===== src/rtl/core/hmp_pkg.sv =====
// Shared types and constants for the hash message padder.
// Used by hmp_ctrl, hmp_datapath and hash_message_padder; no dependencies.
package hmp_pkg;

  localparam int unsigned CFG_IDX_W  = 1;
  localparam int unsigned CFG_DATA_W = 1;
  localparam int unsigned COUNT_W    = 61;

  localparam logic [CFG_IDX_W-1:0] CFG_BLOCK_MODE     = 1'd0;
  localparam logic [CFG_IDX_W-1:0] CFG_LEN_BIG_ENDIAN = 1'd1;

  localparam logic [7:0] PAD_MARKER = 8'h80;

  typedef struct packed {
    logic [7:0] data_byte;
    logic       has_byte;
    logic       end_of_message;
  } in_item_t;

  typedef struct packed {
    logic [63:0] block_word;
    logic        block_end;
    logic        message_end;
  } out_item_t;

  typedef enum logic [1:0] {
    ST_IDLE,
    ST_PAD_HEAD,
    ST_PAD_BODY
  } state_t;

  // controller -> datapath
  typedef struct packed {
    logic take;      // input transfer this cycle
    logic pad_head;  // emit partial word with 0x80 marker
    logic pad_zero;  // emit all-zero padding word
    logic pad_len;   // emit bit-length word, close message
  } ctl_cmd_t;

  // datapath -> controller
  typedef struct packed {
    logic out_free;  // output register can load this cycle
    logic at_len;    // current word slot is the length slot of the block
  } dp_status_t;

endpackage


===== src/rtl/core/hmp_ctrl.sv =====
// Sequencer for the hash message padder: byte intake and padding burst.
// Depends on hmp_pkg.
module hmp_ctrl (
  input  logic               clk,
  input  logic               rst_n,
  input  logic               in_valid,
  input  logic               in_eom,
  output logic               in_stall,
  input  hmp_pkg::dp_status_t sts,
  output hmp_pkg::ctl_cmd_t  cmd
);
  import hmp_pkg::*;

  state_t state_r, state_nxt;
  logic   accept;

  assign in_stall = !((state_r == ST_IDLE) && sts.out_free);
  assign accept   = in_valid && !in_stall;

  always_comb begin
    state_nxt = state_r;
    unique case (state_r)
      ST_IDLE: begin
        if (accept && in_eom) state_nxt = ST_PAD_HEAD;
      end
      ST_PAD_HEAD: begin
        if (sts.out_free) state_nxt = ST_PAD_BODY;
      end
      ST_PAD_BODY: begin
        if (sts.out_free && sts.at_len) state_nxt = ST_IDLE;
      end
      default: state_nxt = ST_IDLE;
    endcase
  end

  always_comb begin
    cmd = '0;
    unique case (state_r)
      ST_IDLE:     cmd.take     = accept;
      ST_PAD_HEAD: cmd.pad_head = sts.out_free;
      ST_PAD_BODY: begin
        cmd.pad_zero = sts.out_free && !sts.at_len;
        cmd.pad_len  = sts.out_free && sts.at_len;
      end
      default: cmd = '0;
    endcase
  end

  always_ff @(posedge clk) begin
    if (!rst_n) begin
      state_r <= ST_IDLE;
    end else begin
      state_r <= state_nxt;
    end
  end

endmodule


===== src/rtl/core/hmp_datapath.sv =====
// Word packing, block position, byte counter and output register.
// Depends on hmp_pkg.
module hmp_datapath (
  input  logic                clk,
  input  logic                rst_n,
  input  logic                block_mode,
  input  logic                len_big_endian,
  input  hmp_pkg::in_item_t   in_data,
  input  hmp_pkg::ctl_cmd_t   cmd,
  output hmp_pkg::dp_status_t sts,
  output logic                out_valid,
  input  logic                out_stall,
  output hmp_pkg::out_item_t  out_data
);
  import hmp_pkg::*;

  logic [COUNT_W-1:0] byte_count_r, byte_count_nxt;
  logic [55:0]        word_buf_r, word_buf_nxt;
  logic [6:0]         pos_r, pos_nxt;
  logic               out_valid_r, out_valid_nxt;
  out_item_t          out_data_r, out_data_nxt;

  logic [7:0]  blk_bytes, len_slot;
  logic [7:0]  pos_inc, word_start, word_end;
  logic [2:0]  fill;
  logic [6:0]  head_sh;
  logic [63:0] head_word, bits_be, bits_le;
  logic        byte_bend, pad_bend;

  assign blk_bytes  = block_mode ? 8'd128 : 8'd64;
  assign len_slot   = blk_bytes - 8'd8;
  assign fill       = pos_r[2:0];
  assign word_start = {1'b0, pos_r[6:3], 3'b000};
  assign word_end   = word_start + 8'd8;
  assign pos_inc    = {1'b0, pos_r} + 8'd1;
  assign byte_bend  = pos_inc >= blk_bytes;
  assign pad_bend   = word_end >= blk_bytes;

  assign sts.out_free = !out_valid_r || !out_stall;
  assign sts.at_len   = word_start == len_slot;

  // left-align the partial word; an empty buffer shifts out entirely
  assign head_sh   = {4'd8 - {1'b0, fill}, 3'b000};
  assign head_word = ({8'h00, word_buf_r} << head_sh)
                   | ({PAD_MARKER, 56'h0} >> {fill, 3'b000});

  assign bits_be = {byte_count_r, 3'b000};
  always_comb begin
    for (int i = 0; i < 8; i++) begin
      bits_le[8*i +: 8] = bits_be[56-8*i +: 8];
    end
  end

  always_comb begin
    byte_count_nxt = byte_count_r;
    word_buf_nxt   = word_buf_r;
    pos_nxt        = pos_r;
    out_data_nxt   = out_data_r;
    out_valid_nxt  = out_valid_r;
    if (sts.out_free) out_valid_nxt = 1'b0;

    priority if (cmd.take) begin
      if (in_data.has_byte) begin
        byte_count_nxt = byte_count_r + COUNT_W'(1);
        if (pos_inc[2:0] == 3'd0) begin
          out_valid_nxt            = 1'b1;
          out_data_nxt.block_word  = {word_buf_r, in_data.data_byte};
          out_data_nxt.block_end   = byte_bend;
          out_data_nxt.message_end = 1'b0;
          word_buf_nxt             = '0;
          pos_nxt                  = byte_bend ? 7'd0 : pos_inc[6:0];
        end else begin
          word_buf_nxt = {word_buf_r[47:0], in_data.data_byte};
          pos_nxt      = pos_inc[6:0];
        end
      end
    end else if (cmd.pad_head || cmd.pad_zero || cmd.pad_len) begin
      out_valid_nxt            = 1'b1;
      out_data_nxt.block_end   = pad_bend;
      out_data_nxt.message_end = cmd.pad_len;
      word_buf_nxt             = '0;
      pos_nxt                  = pad_bend ? 7'd0 : word_end[6:0];
      if (cmd.pad_head) begin
        out_data_nxt.block_word = head_word;
      end else if (cmd.pad_len) begin
        out_data_nxt.block_word = len_big_endian ? bits_be : bits_le;
        byte_count_nxt          = '0;
        pos_nxt                 = 7'd0;
      end else begin
        out_data_nxt.block_word = '0;
      end
    end else begin
      // hold
    end
  end

  always_ff @(posedge clk) begin
    if (!rst_n) begin
      byte_count_r <= '0;
      word_buf_r   <= '0;
      pos_r        <= '0;
      out_valid_r  <= 1'b0;
    end else begin
      byte_count_r <= byte_count_nxt;
      word_buf_r   <= word_buf_nxt;
      pos_r        <= pos_nxt;
      out_valid_r  <= out_valid_nxt;
    end
  end

  always_ff @(posedge clk) begin
    out_data_r <= out_data_nxt;
  end

  assign out_valid = out_valid_r;
  assign out_data  = out_data_r;

endmodule


===== src/rtl/core/hash_message_padder.sv =====
// Top level of the hash message padder: config registers, controller, datapath.
// Depends on hmp_pkg, hmp_ctrl, hmp_datapath.
//
//   channel   direction  handshake           payload
//   in_       input      in_valid/in_stall   in_item_t (byte, has_byte, eom)
//   out_      output     out_valid/out_stall out_item_t (64-bit word, flags)
//   cfg_      input      cfg_we              cfg_index, cfg_data
//
// One message byte per cycle while the output is not stalled; a finished word
// sits in the output register while the next byte is taken.
// End of message starts a burst of 2 to 17 padding words, one per cycle
// while the output is not stalled, with in_stall high; the single output register sets this pace.
// Synchronous active-low reset; config resets to 64-byte blocks, big-endian.
module hash_message_padder (
  input  logic                           clk,
  input  logic                           rst_n,
  input  logic                           in_valid,
  output logic                           in_stall,
  input  hmp_pkg::in_item_t              in_data,
  output logic                           out_valid,
  input  logic                           out_stall,
  output hmp_pkg::out_item_t             out_data,
  input  logic                           cfg_we,
  input  logic [hmp_pkg::CFG_IDX_W-1:0]  cfg_index,
  input  logic [hmp_pkg::CFG_DATA_W-1:0] cfg_data
);
  import hmp_pkg::*;

  logic       block_mode_r, len_big_endian_r;
  ctl_cmd_t   cmd;
  dp_status_t sts;

  always_ff @(posedge clk) begin
    if (!rst_n) begin
      block_mode_r     <= 1'b0;
      len_big_endian_r <= 1'b1;
    end else if (cfg_we) begin
      unique case (cfg_index)
        CFG_BLOCK_MODE:     block_mode_r     <= cfg_data[0];
        CFG_LEN_BIG_ENDIAN: len_big_endian_r <= cfg_data[0];
        default: ;
      endcase
    end
  end

  hmp_ctrl u_ctrl (
    .clk      (clk),
    .rst_n    (rst_n),
    .in_valid (in_valid),
    .in_eom   (in_data.end_of_message),
    .in_stall (in_stall),
    .sts      (sts),
    .cmd      (cmd)
  );

  hmp_datapath u_dp (
    .clk            (clk),
    .rst_n          (rst_n),
    .block_mode     (block_mode_r),
    .len_big_endian (len_big_endian_r),
    .in_data        (in_data),
    .cmd            (cmd),
    .sts            (sts),
    .out_valid      (out_valid),
    .out_stall      (out_stall),
    .out_data       (out_data)
  );

endmodule


===== config.mk =====
export PLATFORM = sky130hd
export DESIGN_NAME = hash_message_padder
export DESIGN_NICKNAME = d
export VERILOG_FILES = /design/src/rtl/core/hmp_pkg.sv /design/src/rtl/core/hmp_ctrl.sv /design/src/rtl/core/hmp_datapath.sv /design/src/rtl/core/hash_message_padder.sv
export SDC_FILE = /design/constraint.sdc
export NUM_CORES = 1
export LEC_CHECK = 0
export ABC_AREA = 1
export BUFFER_PORTS_ARGS = -buffer_cell sky130_fd_sc_hd__buf_2
export CORE_UTILIZATION = 55
export CTS_CLUSTER_DIAMETER = 60
export DETAILED_ROUTE_END_ITERATION = 12
export PLACE_DENSITY = 0.77
export SETUP_SLACK_MARGIN = 0.05
export SLEW_MARGIN = 10
export SYNTH_ARGS = -nofsm -noshare
export SYNTH_HDL_FRONTEND = slang
export SYNTH_SLANG_ARGS = --single-unit

===== constraint.sdc =====
create_clock -name clk -period 3 [get_ports clk]
set_input_delay 0.3 -clock clk [delete_from_list [all_inputs] [get_ports clk]]
set_output_delay 0.3 -clock clk [all_outputs]
set_load 0.05 [all_outputs]

; Word level (Yosys, flattened, before mapping)
; Cells that the tools add are included.
[word_totals]
out_inout_bits = 68
ff_bits = 195
inputBits = 17
mem_bits_ro = 0
mem_bits_rw = 0
latch_bits = 0
memories = 0
[op_classes]
eq_ne = 9
n_div = 0
shift = 2
n_mul = 0
n_reduce_logical = 22
order_cmp = 2
addsub = 5
muxes = 37
n_bitwise = 2
[ops]
columns = op, n
row1 = 61-bit two-way mux, 5
row2 = 66-bit two-way mux, 4
row3 = 56-bit two-way mux, 4
row4 = 64-bit two-way mux, 3
row5 = 64-bit OR, 1
row6 = 56-bit by 7-bit left shift with 64-bit output, 1
row7 = 64-bit by 6-bit >> shifter with 64-bit output (first input constant), 1
row8 = 61-bit by 1-bit adder with 61-bit output (second input constant), 1
row9 = 7-bit two-way mux, 8
row10 = 8-bit greater-or-equal comparator, 2
row11 = 7-bit by 1-bit adder with 8-bit output (second input constant), 1
row12 = 7-bit by 4-bit adder with 8-bit output (second input constant), 1
row13 = 7-bit by 8-bit equality test with 1-bit output, 1
row14 = 2-bit two-way mux, 4
row15 = 8-bit two-way mux, 1
row16 = 8-bit by 4-bit subtractor with 8-bit output (second input constant), 1
row17 = 1-bit two-way mux, 7
row18 = 2-bit by 1-bit != test with 1-bit output (second input constant), 3
row19 = 2-bit != test (second input constant), 3
row20 = 2-bit one-hot mux with 3 select lines, 1
row21 = 2-bit AND reduction, 3
row22 = 3-bit AND reduction, 2
row23 = 1-bit logical AND, 5
row24 = 1-bit zero test, 4
row25 = other kinds (9), 12

; Depth between registers and ports, before layout
; Gate-level depths: netlist of the first run.
[logic_depth]
depth_word = 10
depth_mapped = 13
mapped_depth_nobuf = 12

; By module
; Synthesis of the first run repeated with hierarchy kept, for this count alone.
[unflattened]
cells_unflattened = 1641
hier_area_um2 = 11512.3
[by_module_without_submodules]
columns = module, area_each_um2, cells_per_inst, instances
row1 = hmp_datapath, 11290.8, 1608, 1
row2 = hmp_ctrl, 133.9, 21, 1
row3 = hash_message_padder, 87.6, 12, 1

; Worst setup path before layout of the first run
; OpenSTA, ideal clock, no wires.
[synth_timing]
path_kind = register -> register
startpoint = register u_dp.out_valid_r, in the netlist u_dp.out_valid
endpoint = register u_dp.out_data_r, in the netlist u_dp.out_data[0] (enable)
period_less_slack_ns = 3.047
arrival_time_ns = 2.345
slack_ns = -0.047
path_stages_with_launch = 6
t_required_ns = 2.298
n_path_buf = 0
path_cell_list = dfxtp_1 -> nand2_1 -> nand4_1 -> inv_1 -> nand2_1 -> nand2_1
[synth_between]
elab_chain_len = 8
[synth_rtl]
columns = item, line
row1 = from (decl), hmp_datapath.sv:20  ; logic out_valid_r, out_valid_nxt;
row2 = from (signal assigned), hmp_datapath.sv:107  ; out_valid_r <= out_valid_nxt;
row3 = 1-bit zero test (*), hmp_datapath.sv:39  ; assign sts.out_free = !out_valid_r || !out_stall;
row4 = 1-bit logical OR (*), hmp_datapath.sv:39
row5 = 1-bit logical AND, hmp_ctrl.sv:42  ; cmd.pad_zero = sts.out_free && !sts.at_len;
row6 = 2-bit two-way mux, hmp_ctrl.sv:38  ; unique case (state_r)
row7 = 1-bit logical OR (2 in a row), hmp_datapath.sv:77  ; end else if (cmd.pad_head || cmd.pad_zero || cmd.pad_len) begin
row8 = 2-bit nonzero test (no source line), -
row9 = 3-bit AND reduction (no source line) (*), -
row10 = to (signal assigned), hmp_datapath.sv:112  ; out_data_r <= out_data_nxt;
row11 = to (decl), hmp_datapath.sv:21  ; out_item_t out_data_r, out_data_nxt;
; Mark *: on every way between the ends. The rest lies on a longest branch, timed or not.
; A chain may end at the register's enable or synchronous reset.

==> results.sh, run 1 <==
export IMPL_status="completed"
export IMPL_fp_dieW_um=147.1
export IMPL_layout_drive_gt1_share_pct=11.18
export IMPL_cts_buffers=17
export IMPL_tightest_slew_ps=949.8
export IMPL_gp_congestion=0.9936
export IMPL_async_flop_share_pct=0
export IMPL_cts_buffer_depth=2
export IMPL_hold_depth=3
export IMPL_row_count=52
export IMPL_whs_ps=102.7
export IMPL_post_route_period_util_pct=86.74
export IMPL_ys_types=45
export IMPL_ff2ff_path_depth=10
export IMPL_fin_tns_setup_ps=0
export IMPL_grt_use_total_pct=38.72
export IMPL_ctsHoldBuffers=0
export IMPL_power_density_nw_per_um2=527.0
export IMPL_drtAntennaViolNets=0
export IMPL_die_h_um=147.1
export IMPL_final_util_pct=62.56
export IMPL_die_area_sq_um=21630
export IMPL_p_leak_nw=4.718
export IMPL_critPathMaxFanout=25
export IMPL_port_buffers=84
export IMPL_grt_pass1_vias=11150
export IMPL_period_needed_ps=2602
export IMPL_wl_per_cell_um=20.85
export IMPL_core_area_sq_um=20430
export IMPL_ys_seq_area_share_pct=39.43
export IMPL_dr_first_iter_drc_count=1548
export IMPL_clock_sinks=195
export IMPL_synth_cells=1661
export IMPL_start_util_pct=56.67
export IMPL_grt_pass1_wl_mm=63.79
export IMPL_critPathRequiredTime_ps=3220
export IMPL_pin_count=85
export IMPL_cts_resized_gates=0
export IMPL_area_delta_synth_final_pct=10.39
export IMPL_crit_chain="inv_1 -> ha_1 -> ha_1 -> buf_4 -> inv_1 -> nand2_1 -> inv_2 -> nand2_1 -> o311ai_0 -> buf_4"
export IMPL_ctsHtreeMaxLevel=4
export IMPL_ys_seq_elements=195
export IMPL_synth_edf_count=66
export IMPL_syn_num_nets=1693
export IMPL_dr_pass1_iters=6
export IMPL_drt_wl_total_mm=41.24
export IMPL_clk_latency_ps=450
export IMPL_nets=1727
export IMPL_n_antenna_cell=0
export IMPL_peakVddDrop_mv=0.5034
export IMPL_grt_ovfl_total=0
export IMPL_clk_pin_slew_ps=80
export IMPL_route_detailed_drc=0
export IMPL_power_total_w=0.006735
export IMPL_hold_violations=0
export IMPL_cap_violations=0
export IMPL_grt_max_degree=87
export IMPL_synth_avg_cell_area_sq_um=6.970
export IMPL_crit_slowest_cell="dfxtp_1"
export IMPL_path_class="register to register"
export IMPL_cts_tree="yes"
export IMPL_netlist_area_sq_um=11580
export IMPL_critPathArrivalTime_ps=2820
export IMPL_setup_slack_ps=397.9
export IMPL_viasPerCell=6.218
export IMPL_slew_violations=0
export IMPL_cpPeakStageDelay_ps=440
export IMPL_cts_setup_buffers=0
export IMPL_root_buffer="clkbuf_16"
export IMPL_clock_skew_ps=12.02
export IMPL_yosysWarnings=0
export IMPL_vias=12300
export IMPL_ys_flop_type="dfxtp_1"
export IMPL_cp_end_kind="register"
export IMPL_rsz0062_at_grt="no"
export IMPL_maxSlewHeadroom_pct=36.45
export IMPL_start_kind="register"
export IMPL_worstHoldPathType="primary input to register"
export IMPL_setup_viol_count_final=0
export IMPL_antenna_found_initial=0
export IMPL_dp_hpwl_mm=29.50
export IMPL_dp_slack_ps=467.8
export IMPL_fmax_mhz=384.3
## state kept, by name, summed over array words and instances, names as in the netlist
name,flops
u_dp.pos_r,7
u_ctrl.state_r,2
u_dp.out_data,66
u_dp.byte_count_r,61
len_big_endian_r,1
block_mode_r,1
u_dp.word_buf_r,56
u_dp.out_valid,1
## Yosys cell counts (5+ instances only)
| cell type | number | area (sq um) |
|---|---|---|
| inv_2 | 5 | 18.77 |
| inv_1 | 147 | 551.8 |
| buf_1 | 5 | 18.77 |
| a211oi_1 | 18 | 135.1 |
| nand4_1 | 31 | 193.9 |
| edfxtp_1 | 66 | 1982 |
| a31oi_1 | 20 | 125.1 |
| or2_2 | 12 | 75.07 |
| nand2_1 | 378 | 1419 |
| dfxtp_1 | 129 | 2582 |
| o211ai_1 | 25 | 187.7 |
| ha_1 | 15 | 187.7 |
| a21oi_1 | 126 | 630.6 |
| o21ai_0 | 198 | 991.0 |
| nand3_1 | 132 | 660.6 |
| nor2_2 | 7 | 43.79 |
| nor2_1 | 154 | 578.1 |
| buf_2 | 31 | 155.2 |
| nor3_1 | 26 | 130.1 |
| mux2i_1 | 7 | 70.07 |
| o2111ai_1 | 7 | 61.31 |
| clkbuf_1 | 59 | 221.5 |
| o221ai_1 | 17 | 148.9 |
| nor2_4 | 6 | 67.56 |
## metrics by stage
stage          instance area (sq um)  instances
3_3_place_gp                   12190       1946
6_report                       12780       1978
5_1_grt                        12780       1978
3_5_place_dp                   12190       1946
2_1_floorplan                  11580       1661
4_1_cts                        12780       1978
## cells in the final DEF, fill, tap and decap left out, types with 6 or more instances in the layout
| master | count |
|---|---|
| nand2_1 | 376 |
| o21ai_0 | 198 |
| nor2_1 | 154 |
| inv_1 | 145 |
| nand3_1 | 132 |
| dfxtp_1 | 128 |
| a21oi_1 | 126 |
| buf_2 | 84 |
| edfxtp_1 | 66 |
| nand4_1 | 31 |
| nor3_1 | 26 |
| o211ai_1 | 25 |
| buf_4 | 24 |
| a31oi_1 | 20 |
| a211oi_1 | 18 |
| clkbuf_16 | 18 |
| o221ai_1 | 17 |
| ha_1 | 15 |
| or2_2 | 12 |
| mux2i_1 | 7 |
| o2111ai_1 | 7 |
| nor2_2 | 7 |
| nor2_4 | 6 |
| inv_2 | 6 |
| inv_6 | 6 |
## cell families after synthesis
kind of cell               synth area share (%)
buffers and inverters                     8.538
adders and majority gates                 1.621
muxes                                    0.6052
xor gates and xnor gates                 0.2270
AOI/OAI and AO/OA                         20.62
DFF                                       39.43
and+or+nand+nor                           28.96
## power by group
group / total, W / internal, W / switching [W]
Clock: 0.00233 / 0.00116 / 0.00117
Sequential: 0.00309 / 0.00292 / 0.000173
Combinational: 0.00131 / 0.000346 / 0.000965
## layer usage
layer  track usage [%]  vias to the layer above  part of all wire (%)
met1             53.34                     5627                    41
met5                 0                        -                     0
met2             58.92                      821                    44
met4             14.90                        0                   3.7
li1                  -                     5734                     -
met3             8.882                      118                    12
## area by class of cell
cell class / instances / area (sq um)
Timing Repair Buffer: 112 / 680.7
Tap cell: 270 / 337.8
Fill cell: 1911 / 7650
Inverter: 153 / 574.3
Clock inverter: 14 / 141.4
Clock buffer: 18 / 450.4
Sequential cell: 195 / 4566
Multi-Input combinational cell: 1216 / 6030
## worst max-delay path: cells and delay by family, from the launching register on
family / cells / cell delay (ps)
AND/OR/NAND/NOR: 2 / 370
AO/OA/AOI/OAI: 1 / 160
flip-flops: 1 / 440
buffers and inverters: 5 / 890
adder cells (fa/ha/maj): 2 / 520
## final timing paths
kind	from	to	slack (ps)
worst max-delay path	u_dp.pos_r[1]$_SDFFE_PN0P_	u_dp.out_data[4]$_DFFE_PP_	400
worst min-delay path	cfg_data	len_big_endian_r$_SDFFE_PN1P_	100
worst max register to register	u_dp.pos_r[1]$_SDFFE_PN0P_	u_dp.out_data[4]$_DFFE_PP_	400
worst min register to register	u_dp.word_buf_r[19]$_SDFFE_PN0P_	u_dp.word_buf_r[27]$_SDFFE_PN0P_	470
No activity file was read; power rests on OpenSTA's default activity.
==> run 2, diff against run 1 <==
--- a/config.mk
+++ b/config.mk
@@ -7,10 +7,13 @@
 export LEC_CHECK = 0
 export ABC_AREA = 1
 export BUFFER_PORTS_ARGS = -buffer_cell sky130_fd_sc_hd__buf_2
-export CORE_UTILIZATION = 55
+export CELL_PAD_IN_SITES_DETAIL_PLACEMENT = 0
+export CELL_PAD_IN_SITES_GLOBAL_PLACEMENT = 1
+export CORE_UTILIZATION = 40
 export CTS_CLUSTER_DIAMETER = 60
+export CTS_CLUSTER_SIZE = 28
 export DETAILED_ROUTE_END_ITERATION = 12
-export PLACE_DENSITY = 0.77
+export PLACE_DENSITY_LB_ADDON = 0.1
 export SETUP_SLACK_MARGIN = 0.05
 export SLEW_MARGIN = 10
 export SYNTH_ARGS = -nofsm -noshare
==> run 2 against run 1 <==
  * Clock power up 8%
  * Maximum frequency grew 5.3%
  * Via count is 3.2% lower
  * First-iteration DRC count shrank 5.4%
  * Clock skew grew 5.7 ps
  * Flip-flop and latch count is the same
  * Total power is 3.0% higher
  * Count of clock-buffer cells in the layout down 1
  * Sequential power about the same
  * Routed wire length is 8.2% higher
  * Die area increased by 37%
  * Design area is 1.7% higher
  * Largest cell class unchanged
  * Largest power group unchanged
==> results.sh, run 2 (synthesis results as in run 1) <==
export IMPL_drt_wl_total_mm=44.60
export IMPL_critPathMaxFanout=19
export IMPL_clk_latency_ps=450
export IMPL_grt_max_degree=87
export IMPL_clk_pin_slew_ps=90
export IMPL_crit_chain="inv_1 -> ha_1 -> inv_1 -> nand2_1 -> buf_4 -> o21ai_2 -> nand2_1 -> nand3_1"
export IMPL_grt_use_total_pct=30.57
export IMPL_die_area_sq_um=29630
export IMPL_port_buffers=84
export IMPL_n_antenna_cell=0
export IMPL_critPathArrivalTime_ps=2770
export IMPL_vias=11910
export IMPL_root_buffer="clkbuf_16"
export IMPL_route_detailed_drc=0
export IMPL_gp_congestion=0.9404
export IMPL_pin_count=85
export IMPL_tightest_slew_ps=1090
export IMPL_p_int_w=0.004509
export IMPL_power_total_w=0.006939
export IMPL_rsz0062_at_grt="no"
export IMPL_grt_pass1_wl_mm=66.45
export IMPL_layout_common_cells="nand2_1, o21ai_0, nor2_1"
export IMPL_dr_pass1_iters=5
export IMPL_period_needed_ps=2470
export IMPL_cp_end_kind="register"
export IMPL_combPwrFrac_pct=19.2
export IMPL_fin_tns_setup_ps=0
export IMPL_fmax_mhz=404.8
export IMPL_dp_hpwl_mm=32.55
export IMPL_viasPerCell=5.714
export IMPL_area_delta_synth_final_pct=12.22
export IMPL_dr_first_iter_drc_count=1465
export IMPL_setup_slack_ps=529.7
export IMPL_status="completed"
export IMPL_grt_pass1_vias=10640
export IMPL_crit_slowest_cell="dfxtp_1"
export IMPL_power_density_nw_per_um2=534.1
export IMPL_cts_buffer_depth=2
export IMPL_slew_violations=0
export IMPL_cts_buffers=17
export IMPL_antenna_found_initial=0
export IMPL_switchingPower_w=0.002430
export IMPL_path_class="register to register"
export IMPL_swShare_pct=35.02
export IMPL_row_count=61
export IMPL_largest_reg_flops=66
export IMPL_p_seq_share_pct=44.7
export IMPL_fp_dieW_um=172.1
export IMPL_final_util_pct=46.13
export IMPL_start_util_pct=41.11
export IMPL_peakVddDrop_mv=0.3626
export IMPL_nets=1725
export IMPL_nFillCells=2903
export IMPL_whs_ps=82.77
export IMPL_cts_tree="yes"
export IMPL_ctsHtreeMaxLevel=4
export IMPL_mostFrequentLayoutCell="nand2_1"
export IMPL_setup_viol_count_final=0
export IMPL_worstHoldPathType="primary input to register"
export IMPL_cap_violations=0
export IMPL_core_area_sq_um=28160
export IMPL_layout_drive_gt1_share_pct=11.20
export IMPL_drtAntennaViolNets=0
export IMPL_cts_resized_gates=0
export IMPL_cpPeakStageDelay_ps=530
export IMPL_die_h_um=172.1
export IMPL_pwr_share_clk_pct=36.1
export IMPL_maxSlewHeadroom_pct=27.24
export IMPL_clock_sinks=195
export IMPL_grt_ovfl_total=0
export IMPL_hold_violations=0
export IMPL_cts_setup_buffers=0
export IMPL_start_kind="register"
export IMPL_wl_per_cell_um=21.40
export IMPL_p_leak_nw=4.742
export IMPL_critPathRequiredTime_ps=3300
export IMPL_post_route_period_util_pct=82.34
export IMPL_clock_skew_ps=17.75
export IMPL_ctsHoldBuffers=0
export IMPL_dp_slack_ps=571.6
-- run 2: cell types whose count changed in the layout (fill, tap and decap cells not counted), sizes merged --
cell	before	now
clkinv	7	9
clkbuf	18	17
clkinvlp	1	0
bufinv	0	1
inv	159	158
buf	112	110
-- run 2: area by class of cell --
type	count	area [sq um]	area share [%]
Clock buffer	17	425.4	3.274
Clock inverter	15	212.7	1.637
Inverter	153	575.6	4.430
Multi-Input combinational cell	1216	6037	46.47
Sequential cell	195	4566	35.14
Tap cell	378	473.0	3.640
Timing Repair Buffer	110	703.2	5.412
-- run 2: final timing paths --
path / startpoint / end / slack [ps] / depth (start not counted)
max: u_dp.pos_r[2]$_SDFFE_PN0P_ / u_dp.out_data[62]$_DFFE_PP_ / 530 / 8
min: rst_n / len_big_endian_r$_SDFFE_PN1P_ / 80 / 2
min reg2reg: u_dp.word_buf_r[37]$_SDFFE_PN0P_ / u_dp.word_buf_r[45]$_SDFFE_PN0P_ / 490 / 2
max reg2reg: u_dp.pos_r[2]$_SDFFE_PN0P_ / u_dp.out_data[62]$_DFFE_PP_ / 530 / 8
-- run 2: power groups by stage --
stage / sequential (W) / clock, W / combinational [W]
CTS: 0.00309 / 0.00254 / 0.00132
detailed placement: 0.00315 / 0 / 0.00132
floorplan: 0.00329 / 0 / 0.000757
global route: 0.00312 / 0.00262 / 0.00146
finish: 0.00310 / 0.00251 / 0.00133
global placement: 0.00316 / 0 / 0.00131
-- run 2: worst max-delay path: cells and delay by family (launching register included) --
kind | cells | cell delay, ps
fa+ha+maj | 1 | 370
flops | 1 | 530
compound gates | 1 | 310
buf+inv | 3 | 760
simple gates | 3 | 340
-- run 2: per-layer routing --
metal	GRT usage (%)	share of wire, %	up-vias
li1	-	-	5729
met1	43.56	45	5560
met2	47.98	45	575
met3	4.601	8.1	45
met4	7.965	1.9	0
met5	0	0	-
-- run 2: through the flow --
stage	std cells	area, sq um
4_1_cts	2084	12990
5_1_grt	2084	12990
3_5_place_dp	2052	12350
2_1_floorplan	1661	11580
6_report	2084	12990
3_3_place_gp	2052	12350
